==> src/rtl/mfdc_pkg.sv <==
// ----------------------------------------------------------------------------
// mfdc_pkg
// Constants shared by the fingerprint dedup cache: FNV-1a parameters, the
// reset value of the window register and the request op codes.
// ----------------------------------------------------------------------------
`default_nettype none

package mfdc_pkg;

   localparam int unsigned HASH_W = 32;
   localparam int unsigned TICK_W = 32;
   localparam int unsigned BYTE_W = 8;
   localparam int unsigned OP_W   = 2;
   localparam int unsigned SLOT_OUT_W = 3;

   localparam logic [HASH_W-1:0] FNV_BASIS    = 32'd2166136261;
   localparam logic [HASH_W-1:0] FNV_PRIME    = 32'd16777619;
   localparam logic [TICK_W-1:0] WINDOW_RESET = 32'd600000;

   localparam logic [OP_W-1:0] OP_ABSORB = 2'd0;
   localparam logic [OP_W-1:0] OP_CHECK  = 2'd1;
   localparam logic [OP_W-1:0] OP_RECORD = 2'd2;

endpackage

`default_nettype wire

==> src/rtl/mfdc_req_if.sv <==
// ----------------------------------------------------------------------------
// mfdc_req_if
// Request channel: one beat carries an op, a message byte and the tick.
// ----------------------------------------------------------------------------
`default_nettype none

interface mfdc_req_if;
   import mfdc_pkg::*;

   logic                valid;
   logic                ready;
   logic [OP_W-1:0]     op;
   logic [BYTE_W-1:0]   data_byte;
   logic [TICK_W-1:0]   now_tick;

   modport source (output valid, output op, output data_byte, output now_tick,
                   input ready);
   modport sink   (input valid, input op, input data_byte, input now_tick,
                   output ready);
endinterface

`default_nettype wire

==> src/rtl/mfdc_rsp_if.sv <==
// ----------------------------------------------------------------------------
// mfdc_rsp_if
// Response channel: one beat per check, with the hit flag, slot and hash.
// ----------------------------------------------------------------------------
`default_nettype none

interface mfdc_rsp_if;
   import mfdc_pkg::*;

   logic                  valid;
   logic                  ready;
   logic                  is_duplicate;
   logic [SLOT_OUT_W-1:0] hit_slot;
   logic [HASH_W-1:0]     fingerprint;

   modport source (output valid, output is_duplicate, output hit_slot,
                   output fingerprint, input ready);
   modport sink   (input valid, input is_duplicate, input hit_slot,
                   input fingerprint, output ready);
endinterface

`default_nettype wire

==> src/rtl/mfdc_slot_mem.sv <==
// ----------------------------------------------------------------------------
// mfdc_slot_mem
// Fingerprint cache storage: hash and tick per slot, one write port with
// separate hash and tick enables, one registered read port.
// ----------------------------------------------------------------------------
`default_nettype none

module mfdc_slot_mem #(
   parameter int unsigned SLOTS = 8,
   parameter int unsigned IDX_W = 3
) (
   input  wire logic                        clock,
   input  wire logic                        wr_hash_en,
   input  wire logic                        wr_tick_en,
   input  wire logic [IDX_W-1:0]            wr_addr,
   input  wire logic [mfdc_pkg::HASH_W-1:0] wr_hash,
   input  wire logic [mfdc_pkg::TICK_W-1:0] wr_tick,
   input  wire logic [IDX_W-1:0]            rd_addr,
   output logic      [mfdc_pkg::HASH_W-1:0] rd_hash_ff,
   output logic      [mfdc_pkg::TICK_W-1:0] rd_tick_ff
);
   import mfdc_pkg::*;

   logic [HASH_W-1:0] hash_mem [SLOTS];
   logic [TICK_W-1:0] tick_mem [SLOTS];

   always_ff @(posedge clock) begin
      if (wr_hash_en) begin
         hash_mem[wr_addr] <= wr_hash;
      end
      if (wr_tick_en) begin
         tick_mem[wr_addr] <= wr_tick;
      end
      rd_hash_ff <= hash_mem[rd_addr];
      rd_tick_ff <= tick_mem[rd_addr];
   end

endmodule

`default_nettype wire

==> src/rtl/message_fingerprint_dedup_cache_top.sv <==
// ----------------------------------------------------------------------------
// message_fingerprint_dedup_cache_top
// Duplicate-message filter: FNV-1a 32-bit hash over message bytes and a
// round-robin cache of recent fingerprints with an age window.
//
// req_bus beats: absorb folds data_byte into the running hash; check ends
// the message, latches its fingerprint, restarts the hash and scans the
// slots in index order; record stores the latched fingerprint and now_tick
// in the next round-robin slot. Only check returns a beat on rsp_bus.
// csr_wr_en/csr_wr_data write window_ticks; write only while idle.
// Timing: one request at a time. Absorb, record and unused ops go through
// one execute state. A check then scans slot by slot (read, then compare
// through the one compare unit) before the response is registered.
// The scan stops at the first hit.
// The response sits in an output register; a new request is taken while it
// waits, but a further check holds at its end until rsp_bus is free.
// Reset (synchronous) clears all slot valid bits, the slot pointer and the
// latched fingerprint, sets the hash to the FNV-1a basis and window_ticks to 600000.
// ----------------------------------------------------------------------------
`default_nettype none

module message_fingerprint_dedup_cache_top #(
   parameter int unsigned SLOTS = 8
) (
   input  wire logic                        clock,
   input  wire logic                        reset,
   mfdc_req_if.sink                         req_bus,
   mfdc_rsp_if.source                       rsp_bus,
   input  wire logic                        csr_wr_en,
   input  wire logic [mfdc_pkg::TICK_W-1:0] csr_wr_data
);
   import mfdc_pkg::*;

   localparam int unsigned IDX_W = (SLOTS > 1) ? $clog2(SLOTS) : 1;
   localparam logic [IDX_W-1:0] LAST_IDX = IDX_W'(SLOTS - 1);
   localparam logic [IDX_W-1:0] IDX_ONE  = IDX_W'(1);

   typedef enum logic [2:0] {
      S_IDLE,
      S_EXEC,
      S_RD,
      S_CMP,
      S_DONE
   } state_type;

   state_type             state_ff, state_in;
   logic [TICK_W-1:0]     window_ff, window_in;
   logic [HASH_W-1:0]     hash_ff, hash_in;
   logic [HASH_W-1:0]     latched_ff, latched_in;
   logic [SLOTS-1:0]      valid_ff, valid_in;
   logic [IDX_W-1:0]      next_slot_ff, next_slot_in;
   logic [IDX_W-1:0]      scan_ff, scan_in;
   logic                  hit_ff, hit_in;
   logic [OP_W-1:0]       op_ff, op_in;
   logic [BYTE_W-1:0]     byte_ff, byte_in;
   logic [TICK_W-1:0]     now_ff, now_in;
   logic                  rsp_valid_ff, rsp_valid_in;
   logic                  rsp_dup_ff, rsp_dup_in;
   logic [SLOT_OUT_W-1:0] rsp_slot_ff, rsp_slot_in;
   logic [HASH_W-1:0]     rsp_fp_ff, rsp_fp_in;

   logic              wr_hash_en;
   logic              wr_tick_en;
   logic [IDX_W-1:0]  wr_addr;
   logic [HASH_W-1:0] rd_hash;
   logic [TICK_W-1:0] rd_tick;
   logic [HASH_W-1:0] mix;
   logic [TICK_W-1:0] age;
   logic              match;
   logic              req_fire;

   mfdc_slot_mem #(
      .SLOTS (SLOTS),
      .IDX_W (IDX_W)
   ) u_slot_mem (
      .clock      (clock),
      .wr_hash_en (wr_hash_en),
      .wr_tick_en (wr_tick_en),
      .wr_addr    (wr_addr),
      .wr_hash    (latched_ff),
      .wr_tick    (now_ff),
      .rd_addr    (scan_ff),
      .rd_hash_ff (rd_hash),
      .rd_tick_ff (rd_tick)
   );

   assign req_bus.ready        = (state_ff == S_IDLE);
   assign req_fire             = req_bus.valid && req_bus.ready;
   assign rsp_bus.valid        = rsp_valid_ff;
   assign rsp_bus.is_duplicate = rsp_dup_ff;
   assign rsp_bus.hit_slot     = rsp_slot_ff;
   assign rsp_bus.fingerprint  = rsp_fp_ff;

   assign mix   = hash_ff ^ {{(HASH_W-BYTE_W){1'b0}}, byte_ff};
   assign age   = now_ff - rd_tick;
   assign match = valid_ff[scan_ff] && (rd_hash == latched_ff) && (age < window_ff);

   always_comb begin
      state_in     = state_ff;
      window_in    = csr_wr_en ? csr_wr_data : window_ff;
      hash_in      = hash_ff;
      latched_in   = latched_ff;
      valid_in     = valid_ff;
      next_slot_in = next_slot_ff;
      scan_in      = scan_ff;
      hit_in       = hit_ff;
      op_in        = op_ff;
      byte_in      = byte_ff;
      now_in       = now_ff;
      rsp_valid_in = rsp_valid_ff && !rsp_bus.ready;
      rsp_dup_in   = rsp_dup_ff;
      rsp_slot_in  = rsp_slot_ff;
      rsp_fp_in    = rsp_fp_ff;
      wr_hash_en   = 1'b0;
      wr_tick_en   = 1'b0;
      wr_addr      = next_slot_ff;

      unique case (state_ff)
         S_IDLE: begin
            if (req_fire) begin
               op_in    = req_bus.op;
               byte_in  = req_bus.data_byte;
               now_in   = req_bus.now_tick;
               state_in = S_EXEC;
            end
         end
         S_EXEC: begin
            state_in = S_IDLE;
            unique case (op_ff)
               OP_ABSORB: begin
                  hash_in = mix * FNV_PRIME;
               end
               OP_CHECK: begin
                  latched_in = hash_ff;
                  hash_in    = FNV_BASIS;
                  scan_in    = '0;
                  hit_in     = 1'b0;
                  state_in   = S_RD;
               end
               OP_RECORD: begin
                  wr_hash_en             = 1'b1;
                  wr_tick_en             = 1'b1;
                  valid_in[next_slot_ff] = 1'b1;
                  next_slot_in = (next_slot_ff == LAST_IDX) ? '0 : next_slot_ff + IDX_ONE;
               end
               default: begin
               end
            endcase
         end
         S_RD: begin
            state_in = S_CMP;
         end
         S_CMP: begin
            if (match) begin
               wr_tick_en = 1'b1;
               wr_addr    = scan_ff;
               hit_in     = 1'b1;
               state_in   = S_DONE;
            end else if (scan_ff == LAST_IDX) begin
               state_in = S_DONE;
            end else begin
               scan_in  = scan_ff + IDX_ONE;
               state_in = S_RD;
            end
         end
         S_DONE: begin
            if (!rsp_valid_ff || rsp_bus.ready) begin
               rsp_valid_in = 1'b1;
               rsp_dup_in   = hit_ff;
               rsp_slot_in  = hit_ff ? SLOT_OUT_W'(scan_ff) : '0;
               rsp_fp_in    = latched_ff;
               state_in     = S_IDLE;
            end
         end
         default: begin
            state_in = S_IDLE;
         end
      endcase
   end

   always_ff @(posedge clock) begin
      if (reset) begin
         state_ff     <= S_IDLE;
         window_ff    <= WINDOW_RESET;
         hash_ff      <= FNV_BASIS;
         latched_ff   <= '0;
         valid_ff     <= '0;
         next_slot_ff <= '0;
         rsp_valid_ff <= 1'b0;
      end else begin
         state_ff     <= state_in;
         window_ff    <= window_in;
         hash_ff      <= hash_in;
         latched_ff   <= latched_in;
         valid_ff     <= valid_in;
         next_slot_ff <= next_slot_in;
         rsp_valid_ff <= rsp_valid_in;
         scan_ff      <= scan_in;
         hit_ff       <= hit_in;
         op_ff        <= op_in;
         byte_ff      <= byte_in;
         now_ff       <= now_in;
         rsp_dup_ff   <= rsp_dup_in;
         rsp_slot_ff  <= rsp_slot_in;
         rsp_fp_ff    <= rsp_fp_in;
      end
   end

endmodule

`default_nettype wire

==> src/flat_wrapper.sv <==
// flat-port wrapper written by rule: the top's interface ports become plain ports
module message_fingerprint_dedup_cache_top_flat import mfdc_pkg::*;
#(
   parameter int unsigned SLOTS = 8
)
  (clock, reset, csr_wr_en, csr_wr_data, req_bus_valid, req_bus_op, req_bus_data_byte, req_bus_now_tick, req_bus_ready, rsp_bus_valid, rsp_bus_is_duplicate, rsp_bus_hit_slot, rsp_bus_fingerprint, rsp_bus_ready);
  mfdc_req_if req_bus_i ();
  mfdc_rsp_if rsp_bus_i ();
  input  wire logic clock;
  input  wire logic reset;
  input  wire logic csr_wr_en;
  input  wire logic [mfdc_pkg::TICK_W-1:0] csr_wr_data;
  input wire logic [$bits(req_bus_i.valid)-1:0] req_bus_valid;
  input wire logic [$bits(req_bus_i.op)-1:0] req_bus_op;
  input wire logic [$bits(req_bus_i.data_byte)-1:0] req_bus_data_byte;
  input wire logic [$bits(req_bus_i.now_tick)-1:0] req_bus_now_tick;
  output wire logic [$bits(req_bus_i.ready)-1:0] req_bus_ready;
  output wire logic [$bits(rsp_bus_i.valid)-1:0] rsp_bus_valid;
  output wire logic [$bits(rsp_bus_i.is_duplicate)-1:0] rsp_bus_is_duplicate;
  output wire logic [$bits(rsp_bus_i.hit_slot)-1:0] rsp_bus_hit_slot;
  output wire logic [$bits(rsp_bus_i.fingerprint)-1:0] rsp_bus_fingerprint;
  input wire logic [$bits(rsp_bus_i.ready)-1:0] rsp_bus_ready;
  assign req_bus_i.valid = req_bus_valid;
  assign req_bus_i.op = req_bus_op;
  assign req_bus_i.data_byte = req_bus_data_byte;
  assign req_bus_i.now_tick = req_bus_now_tick;
  assign req_bus_ready = req_bus_i.ready;
  assign rsp_bus_valid = rsp_bus_i.valid;
  assign rsp_bus_is_duplicate = rsp_bus_i.is_duplicate;
  assign rsp_bus_hit_slot = rsp_bus_i.hit_slot;
  assign rsp_bus_fingerprint = rsp_bus_i.fingerprint;
  assign rsp_bus_i.ready = rsp_bus_ready;
  message_fingerprint_dedup_cache_top #(.SLOTS(SLOTS)) u_core (.clock(clock), .reset(reset), .req_bus(req_bus_i), .rsp_bus(rsp_bus_i), .csr_wr_en(csr_wr_en), .csr_wr_data(csr_wr_data));
endmodule
==> config.mk <==
export PLATFORM = sky130hd
export DESIGN_NAME = message_fingerprint_dedup_cache_top_flat
export DESIGN_NICKNAME = d
export VERILOG_FILES = /design/src/rtl/mfdc_pkg.sv /design/src/rtl/mfdc_req_if.sv /design/src/rtl/mfdc_rsp_if.sv /design/src/rtl/mfdc_slot_mem.sv /design/src/rtl/message_fingerprint_dedup_cache_top.sv /design/src/flat_wrapper.sv
export SDC_FILE = /design/constraint.sdc
export NUM_CORES = 1
export LEC_CHECK = 0
export ABC_CLOCK_PERIOD_IN_PS = 7110
export BUFFER_PORTS_ARGS = -buffer_cell sky130_fd_sc_hd__buf_4
export CAP_MARGIN = 30
export CORE_ASPECT_RATIO = 1.25
export CORE_MARGIN = 5
export CORE_UTILIZATION = 55
export CTS_CLUSTER_DIAMETER = 200
export DETAILED_ROUTE_END_ITERATION = 6
export GPL_ROUTABILITY_DRIVEN = 0
export PLACE_DENSITY = 0.81
export SYNTH_ARGS = -nofsm -noshare
export SYNTH_HDL_FRONTEND = slang
export SYNTH_SLANG_ARGS = --single-unit
export TNS_END_PERCENT = 30
==> constraint.sdc <==
create_clock -name clock -period 7.11 [get_ports clock]
set_input_delay 0 -clock clock [delete_from_list [all_inputs] [get_ports clock]]
set_output_delay 0 -clock clock [all_outputs]
set_load 0.005 [all_outputs]
==> results of run 1 <==
-- per-stage QoR --
step / cell area, µm² / setup slack, ns / hold WS (ns) / std cells
detailed placement: 37980 / 0.4871 / 0.1795 / 3383
global placement: 37920 / 0.4955 / 0.1779 / 3381
finish: 41580 / 0.3427 / 0.04696 / 3633
floorplan: 35840 / 0.8035 / 0.09887 / 2458
global route: 41580 / 0.04434 / 0.04509 / 3633
CTS: 41530 / 0.3400 / 0.003416 / 3631
-- worst reg2reg max path, delay by kind of cell, from the launching register on --
kind                     cells  cell delay [ns]
XOR/XNOR                     1             0.16
buffers and inverters        4             0.73
AND/OR/NAND/NOR              6             1.62
AO/OA/AOI/OAI                8             2.42
adder cells (fa/ha/maj)      3             0.90
flip-flops                   1             0.52
-- flip-flops by register name, indices dropped and copies added (netlist names) --
signal and cells:
u_core.hash_ff 32, u_core.rsp_bus.fingerprint 32, u_core.scan_ff 3, u_core.u_slot_mem.rd_hash_ff 32, u_core.rsp_bus.is_duplicate 1, u_core.hit_ff 1, u_core.next_slot_ff 3, u_core.byte_ff 8
u_core.op_ff 2, u_core.u_slot_mem.tick_mem 256, u_core.u_slot_mem.hash_mem 256, u_core.now_ff 32, u_core.window_ff 32, u_core.u_slot_mem.rd_tick_ff 32, u_core.rsp_bus.hit_slot 3, u_core.rsp_bus.valid 1
u_core.valid_ff 8, u_core.latched_ff 32, u_core.state_ff 3
-- layer usage --
layer	share of wire [%]	routed length [µm]
met1	37	31600
met2	51	42810
met3	7.3	6186
met4	4.8	4042
met5	0.015	13
-- layout by cell type (no fill, tap or decap), drive strengths merged, types with 99 or more instances in the layout --
cell | netlist | layout
nor2 | 99 | 99
buf | 23 | 158
dlygate4sd3 | 0 | 117
dfxtp | 175 | 175
mux4 | 130 | 130
a21oi | 114 | 114
edfxtp | 594 | 594
inv | 302 | 306
nand2 | 131 | 131
ha | 252 | 252
-- how the worst max path moves through the flow --
stage | startpoint | slack [ns] | cells after the start | endpoint
2_1_floorplan | u_core.now_ff[0] | 0.80 | 21 | u_core.u_slot_mem.tick_mem[7][0]
3_3_place_gp | u_core.now_ff[0] | 0.50 | 21 | u_core.u_slot_mem.hash_mem[2][19]
3_5_place_dp | u_core.now_ff[0] | 0.49 | 22 | u_core.u_slot_mem.hash_mem[2][22]
4_1_cts | u_core.now_ff[0] | 0.34 | 22 | u_core.u_slot_mem.hash_mem[2][10]
5_1_grt | u_core.now_ff[0] | 0.04 | 22 | u_core.u_slot_mem.hash_mem[7][31]
6_report | u_core.now_ff[0] | 0.34 | 22 | u_core.u_slot_mem.hash_mem[5][21]
-- synth_stat cells (all sizes together), types with 3 or more instances --
cell / count / share of area, %
edfxtp: 594 / 50
inv: 302 / 3.2
ha: 252 / 8.8
dfxtp: 175 / 9.8
nand2: 131 / 1.4
mux4: 130 / 8.2
a21oi: 114 / 1.6
nor2: 99 / 1.1
fa: 75 / 4.2
mux2: 66 / 2.1
clkbuf: 56 / 0.59
xor2: 55 / 1.3
xnor2: 48 / 1.2
o21ai: 45 / 0.63
a21o: 28 / 0.59
mux2i: 25 / 0.70
nor3: 24 / 0.34
buf: 23 / 0.28
nand3: 20 / 0.28
nand2b: 17 / 0.30
o211ai: 17 / 0.36
nand4: 14 / 0.26
nor4: 14 / 0.39
and3: 11 / 0.19
a211oi: 10 / 0.21
a31oi: 10 / 0.17
o21a: 10 / 0.21
and2: 8 / 0.14
o22ai: 7 / 0.12
or2: 7 / 0.12
a2111oi: 6 / 0.15
or3: 6 / 0.10
or4: 6 / 0.13
a211o: 5 / 0.12
a22oi: 5 / 0.10
nor2b: 5 / 0.087
o21bai: 5 / 0.10
nand3b: 4 / 0.084
a21boi: 3 / 0.063
and4: 3 / 0.073
o2111ai: 3 / 0.073
-- kinds of logic (layout without fill, tap and decap cells) --
logic type                 count (synthesis)  in the layout  share of synthesized area, %
DFF                                      769            769                         59.55
buffers and inverters                    381            708                         4.029
and+or+nand+nor                          374            374                         5.090
adders and majority gates                327            327                         12.99
AOI/OAI and AO/OA                        283            283                         4.888
muxes                                    221            221                         10.94
xor gates and xnor gates                 103            103                         2.517
-- power groups by stage --
stage	Sequential, mW	Combinational [mW]	Clock, mW
after detailed placement	5.17	12.1	0
after floorplan	5.08	9.83	0
final	5.07	12.4	3.89
after CTS	5.07	12.3	3.91
after global routing	5.08	14.1	4.15
after global placement	5.16	11.8	0
-- final cells by class --
cell class	count	share of cell area, %
repair buffers	275	6.085
well taps	848	2.552
multi-input cells	1308	31.59
clock inverters	39	1.029
clock buffers	92	4.695
inverters	302	2.726
flip-flops and latches	769	51.33
-- what timing repair did --
action	4_1_cts	5_1_grt
endpoints found under the hold margin	99	0
setup buffers	0	1
hold buffers	117	0
endpoints found under the setup margin	0	17
==> metrics.log, run 1 <==
INFO  metric rr_worst_depth = 22
INFO  metric hold_path_startpoint = csr_wr_en
INFO  metric synth.cell_area = 35840 µm²
INFO  metric fin_crit_sh = 95.18%
INFO  metric grtUsageMet2 = 41.61%
INFO  metric busiest_layer = met2
INFO  metric clk_pin_slew_worst_paths = 0.07 ns
INFO  metric status = finished, violations left
INFO  metric syn-instance-count = 2458
INFO  metric multi_input_comb_area = 13130 µm²
INFO  metric max_cap_viol_count = 0
INFO  metric crit_path_max_incr_delay = 0.53 ns
INFO  metric gr-usage-met1 = 30.28%
INFO  metric seqCellArea = 21340 µm²
INFO  metric r2r-end = u_core.u_slot_mem.hash_mem[5][21]
INFO  metric grt_first_pass_wirelength = 130.2 mm
INFO  metric drc = 1
INFO  metric crit_path_cell_chain = inv_1 -> ha_1 -> inv_1 -> fa_1 -> a21oi_1 -> nor2_1 -> o211ai_1 -> a21oi_1 -> o311ai_1 -> a21oi_1 -> a311o_1 -> xor2_1 -> ha_1 -> nand4_1 -> or2_0 -> or4_1 -> nor2_1 -> and4bb_2 -> a21oi_1 -> o21ai_1 -> inv_1 -> buf_4
INFO  metric cts_made_buffers = 72
INFO  metric synth_area_per_cell = 14.58 µm²
INFO  metric hold_viol = 0
INFO  metric async_sr_flop_fraction = 0%
INFO  metric nNetsFinal = 3134
INFO  metric cellPowerDensity = 514.1 nW/µm²
INFO  metric grtUsageTotal = 23.97%
INFO  metric static-leakage-power = 16.11 nW
INFO  metric die_height = 295.4 µm
INFO  metric tritoncts_num_sinks = 769
INFO  metric initial_core_util = 55.53%
INFO  metric total_number_of_h_tree_levels = 3
INFO  metric vias = 21540
INFO  metric dp_hpwl = 51.52 mm
INFO  metric critical_path_arrival = 7.01 ns
INFO  metric first_global_vias = 22680
INFO  metric switching_share_of_power = 41.32%
INFO  metric combinationalPowerShare = 58.0%
INFO  metric crit_buf_inv = 4
INFO  metric drive_above_1_share = 17.56%
INFO  metric grt_start_max_net_pins = 70
INFO  metric intPower = 12.54 mW
INFO  metric post-route-min-period = 6.767 ns
INFO  metric cp_top_family = compound AO/OA/AOI/OAI gates
INFO  metric synth_seq_area_share = 59.55%
INFO  metric seq_power_share = 23.7%
INFO  metric yosys_warnings = 0
INFO  metric edff_count_synth = 594
INFO  metric clock-root-buffer = sky130_fd_sc_hd__clkbuf_16
INFO  metric grt_antenna_before_repair = 1
INFO  metric overflow_after_grt = 0
INFO  metric drtIter0Drc = 2271
INFO  metric syn2layout_area_growth = 16.01%
INFO  metric n_antenna_cell = 0
INFO  metric worstPathRequired = 7.35 ns
INFO  metric ant_nets = 0
INFO  metric maxSlewHeadroom = 27.43%
INFO  metric worst-path-max-fanout = 32
INFO  metric total_switching_power = 8.832 mW
INFO  metric hold_crit_depth = 3
INFO  metric fin_setup_tns = 0 ns
INFO  metric setup_repair_after_global_routing_missed_its_margin = no
INFO  metric cts_tree = done
INFO  metric rr_startpoint = u_core.now_ff[0]
INFO  metric worst_setup_path_end_kind = flip-flop
INFO  metric worst_ir_drop_vdd = 1.050 mV
INFO  metric finalPower = 21.37 mW
INFO  metric detail_route.vias_per_cell = 5.928
INFO  metric global_route.usage.met3 = 3.620%
INFO  metric worst_path_max_delay_cell = sky130_fd_sc_hd__or4_1
INFO  metric port_buffers = 116
INFO  metric violated_checks = design-rule violations
INFO  metric insertion_delay_of_the_later_clocked_pin_in_the_worst_skew_pair = 0.62 ns
INFO  metric fp-row-count = 104
INFO  metric clockPowerShare = 18.2%
INFO  metric die-width = 238.3 µm
INFO  metric die_area = 70400 µm²
INFO  metric fmaxAchievable = 147.8 MHz
INFO  metric floorplan.io_pins = 117
INFO  metric detail_route.wl_per_cell = 23.30 µm
INFO  metric r2r_setup_slack = 0.34 ns
INFO  metric timing.final.max_slew_violations = 0
INFO  metric min-delay-path-class = in2reg
INFO  metric post-route-util = 64.42%
INFO  metric placeableCoreArea = 64540 µm²
INFO  metric cts.repair.resized = 0
INFO  metric final.fill_count = 4372
INFO  metric syn_nets = 2864
INFO  metric totalWireLength = 84.66 mm
INFO  metric ys_dominant_reg_cell = sky130_fd_sc_hd__edfxtp_1
INFO  metric netlist-cell-type-count = 68
INFO  metric hold_path_end = u_core.window_ff[24]
INFO  metric first_pass_iters = 7
INFO  metric setup_viol = 0
INFO  metric max-clock-path-buffers = 3
INFO  metric critical_path_class = reg2reg
INFO  metric postSynthRegisterBits = 769
INFO  metric critPathLaunchType = flip-flop
INFO  metric critPathMostFrequentCell = sky130_fd_sc_hd__a21oi_1
INFO  metric timing.clock.skew = 0.03489 ns
INFO  metric worst-slew-pin-transition = 1.087 ns
Note: power is estimated with default switching activity, not from simulation.
==> run 2: changes to the inputs <==
Settings changed: ABC_CLOCK_PERIOD_IN_PS 7110 to 8220, HOLD_SLACK_MARGIN set to 0.08, MAX_ROUTING_LAYER set to met4.
Clock period 7.11 ns to 8.22 ns, I/O delays scaled along.
==> metrics.log, run 2 (synthesis gave the netlist of run 1 again) <==
INFO  metric die-width = 238.3 µm (unchanged)
INFO  metric post-route-min-period = 7.090 ns (+0.3229 ns)
INFO  metric drc = 0 (-1)
INFO  metric fp-row-count = 104 (unchanged)
INFO  metric insertion_delay_of_the_later_clocked_pin_in_the_worst_skew_pair = 0.64 ns (+0.02 ns)
INFO  metric dp_hpwl = 54.36 mm (+5.5%)
INFO  metric reg.largest.list = u_core.u_slot_mem.hash_mem x256, u_core.u_slot_mem.tick_mem x256
INFO  metric setup_repair_after_global_routing_missed_its_margin = no
INFO  metric multi_input_comb_area = 13130 µm² (unchanged)
INFO  metric initial_core_util = 55.53% (unchanged)
INFO  metric hold_viol = 0 (unchanged)
INFO  metric placeableCoreArea = 64540 µm² (unchanged)
INFO  metric totalWireLength = 86.67 mm (+2.4%)
INFO  metric gr-usage-met1 = 31.07% (+0.79 points)
INFO  metric max-clock-path-buffers = 3 (unchanged)
INFO  metric drive_above_1_share = 17.51% (-0.044 points)
INFO  metric min-delay-path-class = in2reg
INFO  metric grt_first_pass_wirelength = 132.9 mm (+2.1%)
INFO  metric floorplan.io_pins = 117 (unchanged)
INFO  metric fin_crit_sh = 86.25% (-8.9 points)
INFO  metric layout.cells.most_common_list = sky130_fd_sc_hd__edfxtp_1 (594), sky130_fd_sc_hd__inv_1 (300), sky130_fd_sc_hd__ha_1 (252), sky130_fd_sc_hd__dfxtp_1 (175), sky130_fd_sc_hd__buf_4 (148)
INFO  metric grtUsageMet2 = 42.17% (+0.56 points)
INFO  metric max_cap_viol_count = 0 (unchanged)
INFO  metric grt_antenna_before_repair = 1 (unchanged)
INFO  metric fin_setup_tns = 0 ns (unchanged)
INFO  metric critical_path_class = reg2reg
INFO  metric detail_route.wl_per_cell = 23.80 µm (+2.2%)
INFO  metric vias = 21910 (+1.7%)
INFO  metric timing.final.max_slew_violations = 0 (unchanged)
INFO  metric final.fill_count = 4394 (+0.50%)
INFO  metric port_buffers = 116 (unchanged)
INFO  metric static-leakage-power = 16.11 nW (about the same)
INFO  metric total_number_of_h_tree_levels = 3 (unchanged)
INFO  metric timing.clock.skew = 0.03315 ns (-0.001741 ns)
INFO  metric cts_made_buffers = 74 (+2.8%)
INFO  metric die_area = 70400 µm² (unchanged)
INFO  metric detail_route.vias_per_cell = 6.017 (+1.5%)
INFO  metric worst_setup_slack_after_placement = 1.355 ns (+0.8676 ns)
INFO  metric worst_setup_path_end_kind = flip-flop
INFO  metric cellPowerDensity = 445.4 nW/µm² (-13%)
INFO  metric die_height = 295.4 µm (unchanged)
INFO  metric grt_start_max_net_pins = 109 (+56%)
INFO  metric critical_path_arrival = 7.45 ns (+0.44 ns)
INFO  metric grtUsageTotal = 25.27% (+1.3 points)
INFO  metric tritoncts_num_sinks = 769 (unchanged)
INFO  metric global_route.usage.met3 = 3.620% (unchanged)
INFO  metric overflow_after_grt = 0 (unchanged)
INFO  metric post-route-worst-setup-slack = 1.130 ns (+0.7871 ns)
INFO  metric first_pass_iters = 6 (-1)
INFO  metric cts_tree = done
INFO  metric worst_ir_drop_vdd = 0.9812 mV (-6.6%)
INFO  metric clock-root-buffer = sky130_fd_sc_hd__clkbuf_16
INFO  metric syn2layout_area_growth = 15.98% (about the same)
INFO  metric fmaxAchievable = 141.0 MHz (-4.6%)
INFO  metric setup_viol = 0 (unchanged)
INFO  metric worst-path-max-fanout = 21 (-34%)
INFO  metric status = completed
INFO  metric number_of_post_cts_setup_repair_buffers = 0 (unchanged)
INFO  metric seqCellArea = 21340 µm² (unchanged)
INFO  metric worstPathRequired = 8.58 ns (+1.23 ns)
INFO  metric ant_nets = 0 (unchanged)
INFO  metric worst-slew-pin-transition = 0.9786 ns (-0.1087 ns)
INFO  metric maxSlewHeadroom = 34.76% (+7.3 points)
INFO  metric busiest_layer = met2
INFO  metric nNetsFinal = 3137 (+0.096%)
INFO  metric critPathLaunchType = flip-flop
INFO  metric first_global_vias = 22820 (+0.60%)
INFO  metric drtIter0Drc = 2295 (+1.1%)
INFO  metric layout.cells.most_common = sky130_fd_sc_hd__edfxtp_1
INFO  metric clk_pin_slew_worst_paths = 0.06 ns (about the same)
[run 2: changes by cell type in the layout (fill, tap and decap cells not counted), sizes merged, moves of 3 or more]
cell,delta
clkbuf,+7
dlygate4sd3,+6
buf,-5
bufinv,-3
clkinv,-3
inv,+3
[run 2: path summary, 6_finish.rpt]
path	startpoint	to	slack, ns	cells past startpoint
worst max-delay path	u_core.now_ff[0]	u_core.u_slot_mem.tick_mem[1][22]	1.13	22
worst min-delay path	req_bus_now_tick[7]	u_core.now_ff[7]	0.11	2
worst max register to register	u_core.now_ff[0]	u_core.u_slot_mem.tick_mem[1][22]	1.13	22
worst min register to register	u_core.valid_ff[6]	u_core.valid_ff[6]	0.47	2
[run 2: metal layers]
layer	up-vias	wire (µm)	part of all wire, %
met2	1157	43870	51
met5	-	0	0
met1	10910	32020	37
li1	9539	-	-
met3	300	6298	7.3
met4	0	4486	5.2
[run 2: per-stage QoR]
stage | util, % | power, mW | hold slack (ns) | instance area [µm²] | cells
2_1_floorplan | - | 12.90 | 0.09887 | 35840 | 2458
3_3_place_gp | 58.56 | 14.69 | 0.1797 | 37800 | 3376
3_5_place_dp | 58.69 | 14.96 | 0.1797 | 37880 | 3379
4_1_cts | 64.35 | 18.48 | 0.08004 | 41530 | 3639
5_1_grt | 64.40 | 20.16 | 0.08982 | 41560 | 3641
6_report | 64.40 | 18.51 | 0.1056 | 41560 | 3641
[run 2: worst max-delay path, stage by stage, from the launching register on]
cell                       delay, ns
sky130_fd_sc_hd__edfxtp_1       0.50
sky130_fd_sc_hd__inv_1          0.11
sky130_fd_sc_hd__ha_1           0.17
sky130_fd_sc_hd__inv_1          0.06
sky130_fd_sc_hd__fa_1           0.39
sky130_fd_sc_hd__a21oi_1        0.21
sky130_fd_sc_hd__nor2_1         0.10
sky130_fd_sc_hd__o211ai_1       0.31
sky130_fd_sc_hd__a21oi_1        0.22
sky130_fd_sc_hd__o311ai_1       0.51
sky130_fd_sc_hd__a21oi_1        0.24
sky130_fd_sc_hd__a311o_1        0.41
sky130_fd_sc_hd__xor2_1         0.15
sky130_fd_sc_hd__ha_1           0.33
sky130_fd_sc_hd__nand4_1        0.17
sky130_fd_sc_hd__or2_0          0.26
sky130_fd_sc_hd__or4_1          0.53
sky130_fd_sc_hd__nor2_1         0.18
sky130_fd_sc_hd__or3_1          0.46
sky130_fd_sc_hd__nor3_1         0.12
sky130_fd_sc_hd__a21oi_1        0.71
sky130_fd_sc_hd__nor2_4         0.34
sky130_fd_sc_hd__buf_4          0.31
[run 2: what timing repair did]
item | 4_1_cts | 5_1_grt
endpoints found under the setup margin | 0 | 0
hold endpoints to repair | 106 | 0
hold buffers | 123 | 0
gates resized for setup | 0 | 0
[run 2: layout make-up]
class	count	area share, %
Clock buffer	99	4.979
Tap cell	848	2.553
Antenna cell	1	0.006021
Multi-Input combinational cell	1308	31.60
Timing Repair Buffer	276	5.948
Clock inverter	38	0.8459
Sequential cell	769	51.34
Inverter	302	2.727
[run 2: power breakdown]
part	leakage [nW]	internal (mW)	switching, mW
clock network	1.18	1.90	1.51
registers	6.88	4.24	0.169
logic	8.06	4.71	5.99
